<file path="src/hdl/keyed_slot_light_table_core_assert.svh">
// Assertion macros for the keyed slot light table.
// Used by the top level only; no other dependencies.
`ifndef KEYED_SLOT_LIGHT_TABLE_CORE_ASSERT_SVH
`define KEYED_SLOT_LIGHT_TABLE_CORE_ASSERT_SVH
// Implication check under clock and async reset.
`define KSLT_ASSERT_IMPL(lbl, clk, rst_n, ante, cons, msg) \
	lbl: assert property (@(posedge clk) disable iff (!rst_n) (ante) |-> (cons)) \
		else $error(msg);
// Next-cycle implication check.
`define KSLT_ASSERT_NEXT(lbl, clk, rst_n, ante, cons, msg) \
	lbl: assert property (@(posedge clk) disable iff (!rst_n) (ante) |=> (cons)) \
		else $error(msg);
`endif

</file>
<file path="src/hdl/kslt_pkg.sv">
// Shared types and constants for the keyed slot light table.
// No dependencies.
package kslt_pkg;
	localparam int SLOTS_DEF = 32;
	localparam logic [1:0] OP_NEW   = 2'd0;
	localparam logic [1:0] OP_TICK  = 2'd1;
	localparam logic [1:0] OP_LIST  = 2'd2;
	localparam logic [1:0] OP_CLEAR = 2'd3;

	// ceil(2^36 / 1000): elapsed * decay * this, shifted down 36, is an exact
	// floor of elapsed * decay / 1000 over the whole input range
	localparam logic [26:0] DECAY_RECIP = 27'd68719477;

	// One slot record, as it moves along the ring of cells.
	typedef struct packed {
		logic [15:0] key;
		logic [31:0] die;
		logic [15:0] radius;
		logic [15:0] decay;
		logic [47:0] pos;
		logic [23:0] color;
	} slot_rec_t;

	// Per-cycle command to every cell.
	typedef struct packed {
		logic shift;   // rotate the ring by one place
		logic clear;   // zero every cell
	} cell_ctl_t;
endpackage

</file>
<file path="src/hdl/kslt_decay.sv">
// Radius update for a tick: expiry, loss = floor(el*decay/1000), saturate.
// Depends on kslt_pkg. Combinational, one reciprocal multiply per slot.
module kslt_decay (
	input  logic [31:0]         now_ms,
	input  logic [36:0]         scale,
	input  kslt_pkg::slot_rec_t rec_in,
	output kslt_pkg::slot_rec_t rec_out
);
	logic [52:0] prod;
	logic [16:0] loss;
	always_comb begin
		// scale holds elapsed times the reciprocal of 1000 in 36 fraction bits
		prod    = 53'(rec_in.decay) * 53'(scale);
		loss    = prod[52:36];
		rec_out = rec_in;
		if (rec_in.radius != '0) begin
			if (rec_in.die < now_ms) begin
				rec_out.radius = '0;
			end else if (loss >= 17'(rec_in.radius)) begin
				rec_out.radius = '0;
			end else begin
				rec_out.radius = rec_in.radius - loss[15:0];
			end
		end
	end
endmodule

</file>
<file path="config.mk">
export PLATFORM = sky130hd
export DESIGN_NAME = kslt_decay
export DESIGN_NICKNAME = d
export VERILOG_FILES = /design/src/hdl/keyed_slot_light_table_core_assert.svh /design/src/hdl/kslt_pkg.sv /design/src/hdl/kslt_decay.sv
export SDC_FILE = /design/constraint.sdc
export NUM_CORES = 1
export LEC_CHECK = 0
export BUFFER_PORTS_ARGS = -buffer_cell sky130_fd_sc_hd__buf_2
export CORE_ASPECT_RATIO = 0.8
export CORE_MARGIN = 4
export CORE_UTILIZATION = 60
export DETAILED_ROUTE_END_ITERATION = 10
export GPL_ROUTABILITY_DRIVEN = 0
export MAX_ROUTING_LAYER = met4
export PLACE_DENSITY = 0.85
export SYNTH_ARGS = -nofsm -noshare
export SYNTH_HDL_FRONTEND = slang
export SYNTH_SLANG_ARGS = --single-unit
</file>
<file path="constraint.sdc">
create_clock -name vclk -period 11.99
set_clock_uncertainty 0.2 [all_clocks]
set_input_delay 0.5995 -clock vclk [all_inputs]
set_output_delay 0.5995 -clock vclk [all_outputs]
set_load 0.01 [all_outputs]
</file>
### Yosys cells after proc, flatten, opt, wreduce, memory -nomap -nowiden

Cells that the tools add are included.

* bits of input ports: 221
* output and inout bits: 152
* register bits: 0
* ROM bits: 0
* memory bits (writable): 0
* memories kept: 0
* latch bits: 0

* multiply operators: 1
* add/sub/neg operators: 1
* shift operators: 0
* bitwise logic cells: 0
* $lt $le $gt $ge: 2
* reduce and logical (&&, ||, !) cells: 1
* equality and inequality tests: 0
* divide/modulo/power cells: 0
* multiplexer cells: 3

Operators by type and width (number)
* multiplier 16 x 37 -> 53 bit: 1
* two-way mux 16 bit: 3
* < comparator 32 bit: 1
* greater-or-equal comparator 17 x 16 -> 1 bit: 1
* nonzero test 16 bit: 1
* subtractor 16 bit: 1

### Longest topological paths before layout

Gate-level depths: netlist of run 1.

* word-level depth: 5
* gate-level depth with buffers: 34

### Least setup slack after synthesis of run 1

Ideal clock, no wire load.

* kind: input to output
* from: in rec_in[74] (netlist bit)
* to: out rec_out[100] (netlist bit)
* stages: 34
* path buffers: 3
* data arrival time: 8.000 ns
* setup slack: 3.191 ns
* data required time: 11.191 ns
* path through: clkbuf_1 > clkbuf_1 > nand2_1 > fa_1 > inv_1 > fa_1 > inv_1 > fa_1 > inv_1 > fa_1 > fa_1 > inv_1 > fa_1 > inv_1 > ha_1 > a21o_2 > a21o_1 > a211oi_1 > o21ai_0 > a221o_1 > a31oi_1 > o21ba_2 > o21ba_2 > xnor2_1 > ha_1 > o21ai_0 > a21oi_1 > o31ai_1 > a31o_2 > a31oi_1 > a311oi_1 > nand3b_4 > buf_6 > nor2_1

RTL lines
* start: declaration: RTL line kslt_decay.sv:6 `input kslt_pkg::slot_rec_t rec_in,`
* end: declaration: RTL line kslt_decay.sv:7 `output kslt_pkg::slot_rec_t rec_out`

==> flow_summary.ini, run 1 <==
[cells_and_area]
layout-drive-gt1-share_pct = 9.334
ff_latch_area_sq_um = 0
syn_to_final_growth_pct = 0.4431
fin_nets = 3284
final_util_pct = 61.29
clkbuf_count = 0
fillers = 2762
seq_cell_count = 0

[floorplanning]
fp.dieArea_sq_mm = 0.03740
num_rows = 60
ios = 373
initial_core_util_pct = 61.01
core_area_sq_mm = 0.03378
fp.dieH_microns = 173.8
die_w_microns = 215.2

[route]
routed_wire_length_per_instance_microns = 18.60
antenna_left = 0
finalWirelength_mm = 52.55
via_per_inst = 5.679
drc = 0
first_pass_iters = 6
drtIter0Drc = 1267
vias = 16040

[timing]
setup_viol = 0
post-route-period-util_pct = 82.90
hold_violations = 0
post-route-min-period_ns = 9.940
slew_headroom_pct = 33.45
tns_ns = 0
slew_violations = 0
tightest_slew_ns = 0.9983
setup_ws_ns = 2.050
max_freq_mhz = 100.6
rsz0062_at_grt = false

[status]
status = finished clean

[placement]
dp_slack_ns = 2.171
dp_hpwl_mm = 42.73
portBuffers = 197

[job]
maxCapViolCount = 0

[hold_path]
worstHoldStart = rec_in[13]
hold_class = in2out
holdPathStages = 0
hold_end = rec_out[13]

[clocking]
cts_resized = 0
ctsHoldBuffers = 0
cts_setup_buffers = 0

[global_route]
grt_first_pass_wirelength_mm = 88.09
antenna_found_initial = 3
grt_pass1_vias = 17950
gr-usage-all-layers_pct = 29.51
grt_max_degree = 39
overflow = 0

[critical_path]
slowest_stage = buf_2
crit_fanout = 38
crit_type = in2out
slowest_delay_ns = 0.66
arrival_ns = 9.14
start_kind = primary input
worstPathRequired_ns = 11.19
crit_top_cell = fa_1
end_kind = primary output

[synthesis]
synth_fp_nets = 3327
ys_top_cells_by_area = fa_1 47%, ha_1 11%, inv_1 11%, nand2_1 7.8%, and2_1 5.7%
synthesis.area_sq_mm = 0.02061
synth_seq_area_share_pct = 0
avgSynthCellArea_sq_um = 8.468
yosysUniqueCellTypes = 69
yosys_warnings = 0
yosysTopAreaCell = fa_1
synthCells = 2434
synth_top_area_share_pct = 47.40
-- critical path: cells and delay by family --
kind	cells	cell delay, ns
buffers and inverters	7	1.11
AND/OR/NAND/NOR	4	0.71
XOR/XNOR	1	0.14
adder cells (fa/ha/maj)	8	3.74
AO/OA/AOI/OAI	13	2.86
-- worst max path at each step --
stage	startpoint	end
after global placement	rec_in[79]	rec_out[91]
final	rec_in[76]	rec_out[92]
after detailed placement	rec_in[73]	rec_out[91]
after CTS	rec_in[73]	rec_out[91]
after floorplan	rec_in[74]	rec_out[100]
after global routing	rec_in[73]	rec_out[91]
-- cells in the mapped netlist, drive strengths merged (4+ instances only) --
| cell type | number |
|---|---|
| nor2 | 33 |
| and2 | 190 |
| xor2 | 13 |
| nand2b | 6 |
| o31ai | 7 |
| fa | 488 |
| nand3 | 7 |
| a211oi | 10 |
| a21oi | 38 |
| inv | 609 |
| o21ai | 33 |
| buf | 144 |
| a31oi | 10 |
| xnor2 | 25 |
| ha | 184 |
| nor2b | 7 |
| o211ai | 4 |
| nor3 | 9 |
| nor4 | 9 |
| a41oi | 4 |
| nand2 | 426 |
| o21a | 9 |
| a21o | 15 |
| nand4 | 16 |
| clkbuf | 98 |
| and4 | 6 |
-- layout make-up --
| cell class | instances | area (sq um) | share of cell area, % |
|---|---|---|---|
| antenna | 2 | 5.005 | 0.02417 |
| inverter | 609 | 2286 | 11.04 |
| multi-input combinational | 1583 | 16880 | 81.55 |
| tap | 434 | 543.0 | 2.623 |
| timing repair buffer | 197 | 985.9 | 4.762 |
-- metrics by stage --
stage	instances	area [sq um]	hold WS, ns
6_report	2825	20700	0.9990
5_1_grt	2825	20700	0.9990
4_1_cts	2823	20700	0.9991
3_5_place_dp	2823	20700	0.9991
3_3_place_gp	2823	20700	0.9991
2_1_floorplan	2434	20610	1.091
-- logic make-up after synthesis --
| group | share of synthesized area, % |
|---|---|
| AOI/OAI and AO/OA | 5.226 |
| xor gates and xnor gates | 1.615 |
| adders and majority gates | 58.57 |
| buffers and inverters | 18.09 |
| and+or+nand+nor | 16.50 |
-- layer usage --
metal / GRT usage, % / wire (microns) / part of all wire (%) / vias up
met3: 5.292 / 5442 / 10 / 184
met1: 36.69 / 19410 / 37 / 8011
met4: 8.666 / 1808 / 3.4 / 0
met5: - / 0 / 0 / -
li1: - / - / - / 6865
met2: 49.88 / 25890 / 49 / 984
-- layout by cell type, fill, tap and decap left out, types with 4 or more instances in the layout --
cell and n:
fa_1 488, xnor2_1 25, o21a_1 9, nand3_1 7, o21ai_0 31, nor2_1 30
a211oi_1 8, nor3_1 9, a21oi_1 38, buf_2 197, nor2b_1 7, and2_1 189
nor4_1 8, a41oi_1 4, inv_1 609, o31ai_1 4, and4_1 5, nand2_1 426
ha_1 184, xor2_1 13, a21o_1 14, a31oi_1 7, nand4_1 16, o211ai_1 4
nand2b_1 6
Power of run 1 is left out: the tool's default activity adds up to more than one toggle a clock period on the data nets, which glitch-free logic cannot reach.
==> run 2, diff against run 1 <==
==> constraint.sdc (replaced) <==
create_clock -name vclk -period 10.1
set_clock_uncertainty 0.2 [all_clocks]
set_input_delay 0.505 -clock vclk [all_inputs]
set_output_delay 0.505 -clock vclk [all_outputs]
set_load 0.01 [all_outputs]
==> flow_summary.ini, run 2 (synthesized netlist as in run 1, its figures left out) <==
[status]
status = finished clean

[route]
first_pass_iters = 6
finalWirelength_mm = 52.63
antenna_left = 0
routed_wire_length_per_instance_microns = 18.58
drtIter0Drc = 1053
vias = 15960
via_per_inst = 5.634
drc = 0

[critical_path]
crit_fanout = 38
slowest_stage = buf_2
cp.buffers_inverters = 7
crit_top_cell = fa_1
end_kind = primary output
arrival_ns = 8.92
crit_type = in2out
critical-path-top-delay-family = adder cells
slowest_delay_ns = 0.70
start_kind = primary input
worstPathRequired_ns = 9.40

[clocking]
cts_setup_buffers = 0
ctsHoldBuffers = 0

[cells_and_area]
syn_to_final_growth_pct = 0.7589
fillers = 2776
stdcell_count = 2833
ff_latch_area_sq_um = 0
layout-drive-gt1-share_pct = 9.599
seq_cell_count = 0
multi_input_area_sq_mm = 0.01688
fin_nets = 3291
clkbuf_count = 0
final_cell_mix = 609 x inv_1, 488 x fa_1, 426 x nand2_1
layout_commonest_cell = inv_1

[global_route]
grt_max_degree = 39
gr-usage-all-layers_pct = 29.52
overflow = 0
grt_first_pass_wirelength_mm = 88.56
grt_pass1_vias = 18060
antenna_found_initial = 3

[timing]
post-route-period-util_pct = 95.30
setup_viol = 0
rsz0062_at_grt = false
tns_ns = 0
slew_violations = 0
hold_ws_ns = 0.8100
slew_headroom_pct = 37.53
max_freq_mhz = 103.9
tightest_slew_ns = 0.9370
hold_violations = 0
post-route-min-period_ns = 9.626

[floorplanning]
fp.dieArea_sq_mm = 0.03740
ios = 373
initial_core_util_pct = 61.01
core_area_sq_mm = 0.03378
die_w_microns = 215.2
fp.dieH_microns = 173.8
num_rows = 60

[placement]
dp_hpwl_mm = 43.07
portBuffers = 197
dp.cells = 2830

[job]
maxCapViolCount = 0

[hold_path]
hold_class = in2out
-- run 2: cell types whose count changed in the layout (fill, tap and decap cells not counted) --
cell and change:
diode_2 +1, buf_4 +7, clkbuf_4 +4, buf_2 -4
-- run 2: per-layer routing --
metal	GRT usage [%]	vias to the layer above	routed length (microns)
met5	-	-	0
met4	8.291	0	1491
met3	4.959	163	4977
met2	49.55	900	26070
met1	37.38	8015	20090
li1	-	6882	-
-- run 2: timing repair --
item / in CTS / in global routing
endpoints found under the setup margin: 0 / 3
endpoints found under the hold margin: 0 / 0
resized for setup: 0 / 4
-- run 2: area by class of cell --
class,count,area share (%)
Multi-Input combinational cell,1583,81.29
Inverter,609,11.01
Tap cell,434,2.615
Timing Repair Buffer,204,5.049
Antenna cell,3,0.03615
-- run 2: worst paths after layout --
check | depth (start not counted) | endpoint | slack (ns) | start
min | 0 | rec_out[13] | 0.81 | rec_in[13]
max | 33 | rec_out[92] | 0.47 | rec_in[78]
-- run 2: stage by stage --
step                      instance area, sq um  setup slack [ns]  utilization (%)
after floorplan                          20610             1.490                -
after global placement                   20750            0.6852            61.43
after detailed placement                 20750            0.4813            61.43
after CTS                                20750            0.4820            61.43
after global routing                     20770          0.006390            61.48
final                                    20770            0.4745            61.48
Power of run 2 is left out for the same reason.
