===== src/hdl/keyed_slot_light_table_core_assert.svh =====
// Assertion macros for the keyed slot light table.
// Used by the top level only; no other dependencies.
`ifndef KEYED_SLOT_LIGHT_TABLE_CORE_ASSERT_SVH
`define KEYED_SLOT_LIGHT_TABLE_CORE_ASSERT_SVH
// Implication check under clock and async reset.
`define KSLT_ASSERT_IMPL(lbl, clk, rst_n, ante, cons, msg) \
	lbl: assert property (@(posedge clk) disable iff (!rst_n) (ante) |-> (cons)) \
		else $error(msg);
// Next-cycle implication check.
`define KSLT_ASSERT_NEXT(lbl, clk, rst_n, ante, cons, msg) \
	lbl: assert property (@(posedge clk) disable iff (!rst_n) (ante) |=> (cons)) \
		else $error(msg);
`endif


===== src/hdl/kslt_pkg.sv =====
// Shared types and constants for the keyed slot light table.
// No dependencies.
package kslt_pkg;
	localparam int SLOTS_DEF = 32;
	localparam logic [1:0] OP_NEW   = 2'd0;
	localparam logic [1:0] OP_TICK  = 2'd1;
	localparam logic [1:0] OP_LIST  = 2'd2;
	localparam logic [1:0] OP_CLEAR = 2'd3;

	// ceil(2^36 / 1000): elapsed * decay * this, shifted down 36, is an exact
	// floor of elapsed * decay / 1000 over the whole input range
	localparam logic [26:0] DECAY_RECIP = 27'd68719477;

	// One slot record, as it moves along the ring of cells.
	typedef struct packed {
		logic [15:0] key;
		logic [31:0] die;
		logic [15:0] radius;
		logic [15:0] decay;
		logic [47:0] pos;
		logic [23:0] color;
	} slot_rec_t;

	// Per-cycle command to every cell.
	typedef struct packed {
		logic shift;   // rotate the ring by one place
		logic clear;   // zero every cell
	} cell_ctl_t;
endpackage


===== src/hdl/kslt_cell.sv =====
// One slot storage cell of the rotating ring.
// Depends on kslt_pkg.
module kslt_cell (
	input  logic               clk,
	input  logic               arst_n,
	input  kslt_pkg::cell_ctl_t ctl,
	input  kslt_pkg::slot_rec_t rec_in,
	output kslt_pkg::slot_rec_t rec_out
);
	kslt_pkg::slot_rec_t rec_q;
	always_ff @(posedge clk or negedge arst_n) begin
		if (!arst_n) begin
			rec_q <= '0;
		end else if (ctl.clear) begin
			rec_q <= '0;
		end else if (ctl.shift) begin
			rec_q <= rec_in;
		end
	end
	assign rec_out = rec_q;
endmodule


===== config.mk =====
export PLATFORM = sky130hd
export DESIGN_NAME = kslt_cell
export DESIGN_NICKNAME = d
export VERILOG_FILES = /design/src/hdl/keyed_slot_light_table_core_assert.svh /design/src/hdl/kslt_pkg.sv /design/src/hdl/kslt_cell.sv
export SDC_FILE = /design/constraint.sdc
export NUM_CORES = 1
export LEC_CHECK = 0
export BUFFER_PORTS_ARGS = -buffer_cell sky130_fd_sc_hd__buf_2
export CORE_ASPECT_RATIO = 0.75
export CORE_UTILIZATION = 45
export CTS_CLUSTER_DIAMETER = 200
export DETAILED_ROUTE_END_ITERATION = 16
export PLACE_DENSITY = 0.81
export SLEW_MARGIN = 20
export SYNTH_ARGS = -nofsm -noshare
export SYNTH_HDL_FRONTEND = slang
export SYNTH_SLANG_ARGS = --single-unit

===== constraint.sdc =====
create_clock -name clk -period 0.83 [get_ports clk]
set_clock_uncertainty 0.15 [all_clocks]
set_input_delay 0.083 -clock clk [delete_from_list [all_inputs] [get_ports clk]]
set_output_delay 0.083 -clock clk [all_outputs]
set_load 0.03 [all_outputs]

## Word-level counts from Yosys, hierarchy flattened

Index checks and enable logic that the tools add are counted.

- Multiplexer cells: 2
- Reductions and logical operators: 1

Operators with widths:

| cell | number |
|---|---|
| two-way mux 152 bit | 2 |
| nonzero test 2 bit | 1 |

- Register bits: 152
- Input port bits: 156

## Longest topological paths before layout

Gate-level depths: netlist (run 1).

- Word-level depth: 2
- Gate-level depth with buffers: 5
- Depth with buffers taken out: 2

## Worst setup path before layout (run 1)

Ideal clock, no wire load.

- Kind: in2reg
- Start point: input port ctl[1] (netlist bit)
- End point: register rec_q (netlist bit rec_out[115])
- Arrival time: 0.759 ns
- Setup slack: -0.200 ns
- Stages: 5
- Buffers on the path: 3
- Required time: 0.559 ns
- Path through: buf_4 > buf_8 > buf_12 > mux2i_1 > nor2_1

- Longest elaborated chain between the ends: 1

Ends and longest elaborated chain:

| what | line | text |
|---|---|---|
| start: declaration | kslt_cell.sv:6 | `input kslt_pkg::cell_ctl_t ctl,` |
| nonzero test 2 bit (no source line) | n/a |  |
| end signal: assignment | kslt_cell.sv:17 | `rec_q <= rec_in;` |
| end: declaration | kslt_cell.sv:10 | `kslt_pkg::slot_rec_t rec_q;` |

Every way passes these cells.
A chain may end at the register's enable or synchronous reset.

## Worst setup path after layout (run 1)

- Start point: register rec_q (netlist bit rec_out[56])
- End point: output port rec_out[56] (netlist bit)

RTL lines:

| what | line | text |
|---|---|---|
| end: declaration | kslt_cell.sv:8 | `output kslt_pkg::slot_rec_t rec_out` |

No word-level cell between the ends.

==> results.json, run 1 <==
{
  "grt_pass1_vias": 7119,
  "fin_crit_ns": 1.27,
  "final_common_cell": "buf_6",
  "grt_max_degree": 53,
  "dr.pass1.iters": 5,
  "tritoncts": "yes",
  "post-route-period-util_pct": 153,
  "intPower_w": 0.0155,
  "fin_area_sq_um": 12000,
  "coreArea_sq_um": 13200,
  "crit_chain": "buf_6",
  "seq_area_frac_synth_pct": 61.3,
  "slew_violations": 0,
  "slowest_delay_ns": 0.44,
  "antenna_found_initial": 2,
  "wirelength_mm": 29.8,
  "initial_core_util_pct": 47.0,
  "drv_cap": 0,
  "largest_reg_flops": 152,
  "syn_inst": 490,
  "insertion_delay_ns": 0.42,
  "fmax_mhz": 788,
  "track_usage_pct": 37.4,
  "mostFrequentLayoutCells": "193 x buf_6, 152 x dlygate4sd3_1, 152 x buf_2, 143 x nor2_1, 130 x mux2i_1",
  "num_vias": 6608,
  "cts_max_path_buffers": 2,
  "hp-class": "primary input to register",
  "synthAdderAreaFrac_pct": 0,
  "ys_types": 8,
  "wl_per_cell_um": 24.7,
  "synth_top_family_by_area": "multiplexers",
  "die_y_um": 104,
  "dpl.hpwl_mm": 11.7,
  "yosys.area_share.simple_pct": 9.19,
  "violations": "negative hold slack, negative setup slack",
  "comb_power_share_pct": 22.7,
  "synth_nets": 646,
  "p_clk_share_pct": 39.2,
  "gp_congestion": 0.768,
  "ys_ff_latch": 152,
  "p_sw_share_pct": 28.8,
  "required_ns": 0.60,
  "synth_compound_gate_area_share_pct": 0,
  "slew_headroom_pct": 80.5,
  "hold-worst-slack_ns": -0.160,
  "synth_xor_area_share_pct": 0,
  "rsz0062_at_grt": "yes",
  "p_leak_nw": 6.04,
  "clock_sinks": 152,
  "cp_top_family": "flip-flops",
  "ir_worst_vdd_v": 0.00148,
  "finalHoldViolCount": 17,
  "fillers": 460,
  "setup_ws_ns": -0.440,
  "p_sw_w": 0.00627,
  "seqPwrFrac_pct": 38.1,
  "muxShareOfSynthArea_pct": 24.5,
  "routed_via_density": 5.49,
  "htree_levels": 4,
  "std_cell_rows": 36,
  "drc": 0,
  "utilization_pct": 90.7,
  "io_buffers": 307,
  "critPathKind": "register to primary output",
  "tightest_slew_ns": 0.285,
  "power_w": 0.0218,
  "dieArea_sq_um": 14300,
  "nets": 1174,
  "status": "finished, violations left",
  "ant_nets": 0,
  "drive_gt1_share_pct": 51.1,
  "grt_pass1_wl_mm": 39.0,
  "worst_setup_path_start_kind": "register",
  "syn_to_final_growth_pct": 92.9,
  "die_w_um": 138,
  "ios": 308,
  "crit_path_end_kind": "primary output",
  "avgSynthCellArea_sq_um": 12.7,
  "cts_inserted_buffers": 17,
  "placed_area_sq_um": 8150,
  "synth_warnings": 0,
  "arrival_ns": 1.04,
  "setup-violations-final": 304,
  "grt_overflow": 0,
  "clkTransAtPathRegs_ns": 0.06,
  "crit_buf_inv": 1,
  "p_per_area_nw_per_um2": 1820,
  "critPathSlowestCell": "dfrtp_1",
  "synthesis.area_sq_um": 6210,
  "path_max_fanout": 2,
  "drtIter0Drc": 372,
  "root_buffer": "clkbuf_16"
}
[power groups by stage]
stage	combinational, W	sequential (W)	clock (W)
after floorplan	0.000989	0.00906	0
after global placement	0.00302	0.00819	0
after detailed placement	0.00308	0.00820	0
after CTS	0.00427	0.00819	0.00835
after global routing	0.00512	0.00831	0.00890
final	0.00495	0.00829	0.00852
[layer usage]
metal / up-vias / wire length (um) / GRT usage [%]
li1: 2681 / - / -
met1: 3240 / 10400 / 39.7
met2: 510 / 14600 / 62.7
met3: 177 / 2740 / 12.4
met4: 0 / 2040 / 24.3
met5: - / 0 / 0
[path summary, 6_finish.rpt]
| path | slack (ns) | from | end | depth (start not counted) |
|---|---|---|---|---|
| setup / recovery | -0.44 | rec_out[56] | rec_out[56] | 1 |
| hold / removal | -0.16 | rec_in[72] | rec_out[72] | 3 |
| setup reg to reg | -0.37 | rec_out[129] | rec_out[129] | 3 |
| hold reg to reg | 0.39 | rec_out[78] | rec_out[78] | 2 |
| max in group asynchronous | 0.10 | arst_n | rec_out[4] | 3 |
| min in group asynchronous | -0.08 | arst_n | rec_out[134] | 2 |
[synth_stat cells, drive strengths merged]
library cell	instances	share of area (%)
clkbuf	8	0.48
mux2i	152	25
nor2	152	9.2
buf	26	4.5
dfrtp	152	61
[area by class of cell]
| cell class | instances | area [sq um] | share of cell area, % |
|---|---|---|---|
| well taps | 171 | 214 | 1.79 |
| diodes | 2 | 5.00 | 0.0418 |
| repair buffers | 543 | 4980 | 41.6 |
| flip-flops and latches | 152 | 3900 | 32.5 |
| clock buffers | 20 | 457 | 3.82 |
| clock inverters | 12 | 175 | 1.46 |
| multi-input cells | 304 | 2240 | 18.7 |
[logic make-up after synthesis]
family,Yosys count
and+or+nand+nor,152
buffers and inverters,34
muxes,152
DFF,152
[repair_timing]
item	in CTS	in global routing
resized for setup	314	73
buffers inserted	24	44
hold buffers	151	1
pin swaps	9	46
setup endpoints to repair	271	304
endpoints found under the hold margin	304	18
[through the flow]
stage	hold slack, ns	std cells	TNS, ns	setup WS, ns
global placement	-0.214	963	-36.90	-0.272
finish	-0.160	1204	-79.75	-0.440
floorplan	-0.363	490	-16.46	-0.131
detailed placement	-0.217	963	-41.04	-0.346
CTS	-0.181	1170	-65.53	-0.410
global route	-0.172	1203	-87.02	-0.454
(Power assumes the default switching activity.)
==> run 2, diff against run 1 <==
--- a/config.mk
+++ b/config.mk
@@ -5,6 +5,7 @@
 export SDC_FILE = /design/constraint.sdc
 export NUM_CORES = 1
 export LEC_CHECK = 0
+export ABC_AREA = 1
 export BUFFER_PORTS_ARGS = -buffer_cell sky130_fd_sc_hd__buf_2
 export CORE_ASPECT_RATIO = 0.75
 export CORE_UTILIZATION = 45
==> results.json, run 2 <==
{
  "fmax_mhz": 696,
  "ys_ff_latch": 152,
  "p_sw_w": 0.00653,
  "ys_types": 9,
  "worst_setup_path_start_kind": "register",
  "grt_pass1_vias": 7899,
  "critPathKind": "register to primary output",
  "fin_area_sq_um": 12100,
  "avgSynthCellArea_sq_um": 9.13,
  "placed_area_sq_um": 8000,
  "coreArea_sq_um": 13000,
  "synth_nets": 815,
  "critPathSlowestCell": "dfrtp_1",
  "ir_worst_vdd_v": 0.00180,
  "antenna_found_initial": 1,
  "path_max_fanout": 2,
  "insertion_delay_ns": 0.42,
  "top_usage_layer": "met2",
  "synth_warnings": 0,
  "synth_edf_count": 0,
  "arrival_ns": 1.20,
  "ios": 308,
  "setup-violations-final": 264,
  "dpl.hpwl_mm": 12.2,
  "yosysTopAreaCellShare_pct": 63.2,
  "tritoncts": "yes",
  "wl_per_cell_um": 26.5,
  "cp_top_family": "flip-flops",
  "nets": 1339,
  "synth.most_common_cell": "nand2_1",
  "clkTransAtPathRegs_ns": 0.07,
  "intPower_w": 0.0153,
  "tightest_slew_ns": 0.456,
  "track_usage_pct": 41.6,
  "grt_overflow": 0,
  "root_buffer": "clkbuf_16",
  "p_sw_share_pct": 29.9,
  "grt_pass1_wl_mm": 42.1,
  "dr.pass1.iters": 8,
  "crit_path_start": "rec_out[136]",
  "r2r_end": "rec_out[136]",
  "wirelength_mm": 36.3,
  "endpoint": "rec_out[136]",
  "cts_inserted_buffers": 17,
  "syn_to_final_growth_pct": 102,
  "synth_largest_area_cell": "dfrtp_1",
  "use_met2_pct": 72.2,
  "std_cell_rows": 36,
  "gp_congestion": 0.777,
  "num_vias": 8404,
  "mostFrequentLayoutCells": "199 x buf_6, 184 x nand2_1, 153 x dlygate4sd3_1, 153 x buf_2, 152 x nand3_1",
  "ant_nets": 0,
  "seqPwrFrac_pct": 38.2,
  "p_leak_nw": 6.50,
  "final_common_cell": "buf_6",
  "slowest_delay_ns": 0.57,
  "p_clk_share_pct": 39.3,
  "cts_max_path_buffers": 2,
  "drive_gt1_share_pct": 52.4,
  "fin_crit_ns": 1.44,
  "finalHoldViolCount": 0,
  "rsz0062_at_grt": "yes",
  "reg2reg_slack_ns": -0.21,
  "drtIter0Drc": 844,
  "synth_ff_type": "dfrtp_1",
  "drv_cap": 0,
  "status": "finished, violations left",
  "path_depth": 1,
  "setup_tns_ns": -69.64,
  "post-route-period-util_pct": 173,
  "violations": "negative setup slack",
  "largest_reg_flops": 152,
  "io_buffers": 307,
  "hp-class": "primary input to async pin",
  "ys_top_cells_by_count": "304 x nand2_1, 152 x dfrtp_1, 152 x nand3_1",
  "slew_headroom_pct": 69.6,
  "routed_via_density": 6.13,
  "synthesis.area_sq_um": 6020,
  "p_per_area_nw_per_um2": 1800,
  "use_met1_pct": 44.6,
  "htree_levels": 4,
  "async_reset_ff_share_pct": 100,
  "die_y_um": 102,
  "crit_buf_inv": 1,
  "worstReg2RegStart": "rec_out[136]",
  "rr_worst_depth": 2,
  "grt_max_degree": 65,
  "ctsHoldBuffers": 153,
  "crit_path_end_kind": "primary output",
  "comb_power_share_pct": 22.5,
  "dieArea_sq_um": 13800,
  "required_ns": 0.60,
  "syn_inst": 659,
  "clock_sinks": 152,
  "grt_use_met3_pct": 11.1,
  "drc": 0,
  "netlist_top_cells_area": "dfrtp_1 63%, nand2_1 19%, nand3_1 13%",
  "die_w_um": 136,
  "slew_violations": 0,
  "setup_ws_ns": -0.606,
  "initial_core_util_pct": 46.2,
  "crit_chain": "buf_6",
  "seq_area_frac_synth_pct": 63.2
}
run 2: cell families (layout without fill, tap and decap cells):
| kind of cell | count (synthesis) | count (layout) | share of synthesized area [%] |
|---|---|---|---|
| other | 0 | 3 | 0 |
| buffers and inverters | 50 | 587 | 4.86 |
| flip-flops | 152 | 152 | 63.2 |
| AND/OR/NAND/NOR | 457 | 457 | 31.9 |
run 2: power groups by stage:
stage               Clock (W)  Combinational, W  Sequential, W
floorplan                   0          0.000774        0.00905
global placement            0           0.00282        0.00819
detailed placement          0           0.00287        0.00820
CTS                   0.00826           0.00405        0.00818
global route          0.00886           0.00506        0.00835
finish                0.00857           0.00491        0.00833
run 2: area by class of cell:
| class | instances | area [sq um] |
|---|---|---|
| multi-input cells | 457 | 2330 |
| fillers | 399 | 871 |
| diodes | 3 | 7.51 |
| clock inverters | 12 | 171 |
| clock buffers | 20 | 457 |
| inverters | 1 | 6.26 |
| flip-flops and latches | 152 | 3890 |
| well taps | 171 | 214 |
| repair buffers | 554 | 5070 |
run 2: per-layer routing:
layer | wire length, um | share of wire [%]
met1 | 11500 | 32
met2 | 16200 | 45
met3 | 4530 | 12
met4 | 3990 | 11
met5 | 46 | 0.13
run 2: how the worst min path moves through the flow:
stage	cells after the start	slack [ns]	endpoint
global route	2	0.02	rec_out[137]
global placement	1	-0.16	rec_out[141]
finish	2	0.03	rec_out[138]
detailed placement	1	-0.16	rec_out[141]
CTS	2	-0.04	rec_out[141]
floorplan	0	-0.36	rec_out[0]
run 2: stage by stage:
stage | instances | hold WS, ns | setup WS, ns | util [%] | power [W]
final | 1370 | 0.0280 | -0.606 | 93.3 | 0.0218
after global routing | 1368 | 0.0212 | -0.612 | 93.3 | 0.0223
after CTS | 1333 | -0.0372 | -0.401 | 87.1 | 0.0205
after detailed placement | 1122 | -0.161 | -0.245 | 61.4 | 0.0111
after global placement | 1122 | -0.163 | -0.207 | 61.4 | 0.0110
after floorplan | 659 | -0.363 | -0.0991 | - | 0.00983
run 2: repair_timing:
item / CTS / global route
setup buffers: 26 / 43
endpoints found under the setup margin: 153 / 235
pin swaps: 1 / 31
hold endpoints to repair: 304 / 16
gates resized for setup: 316 / 178
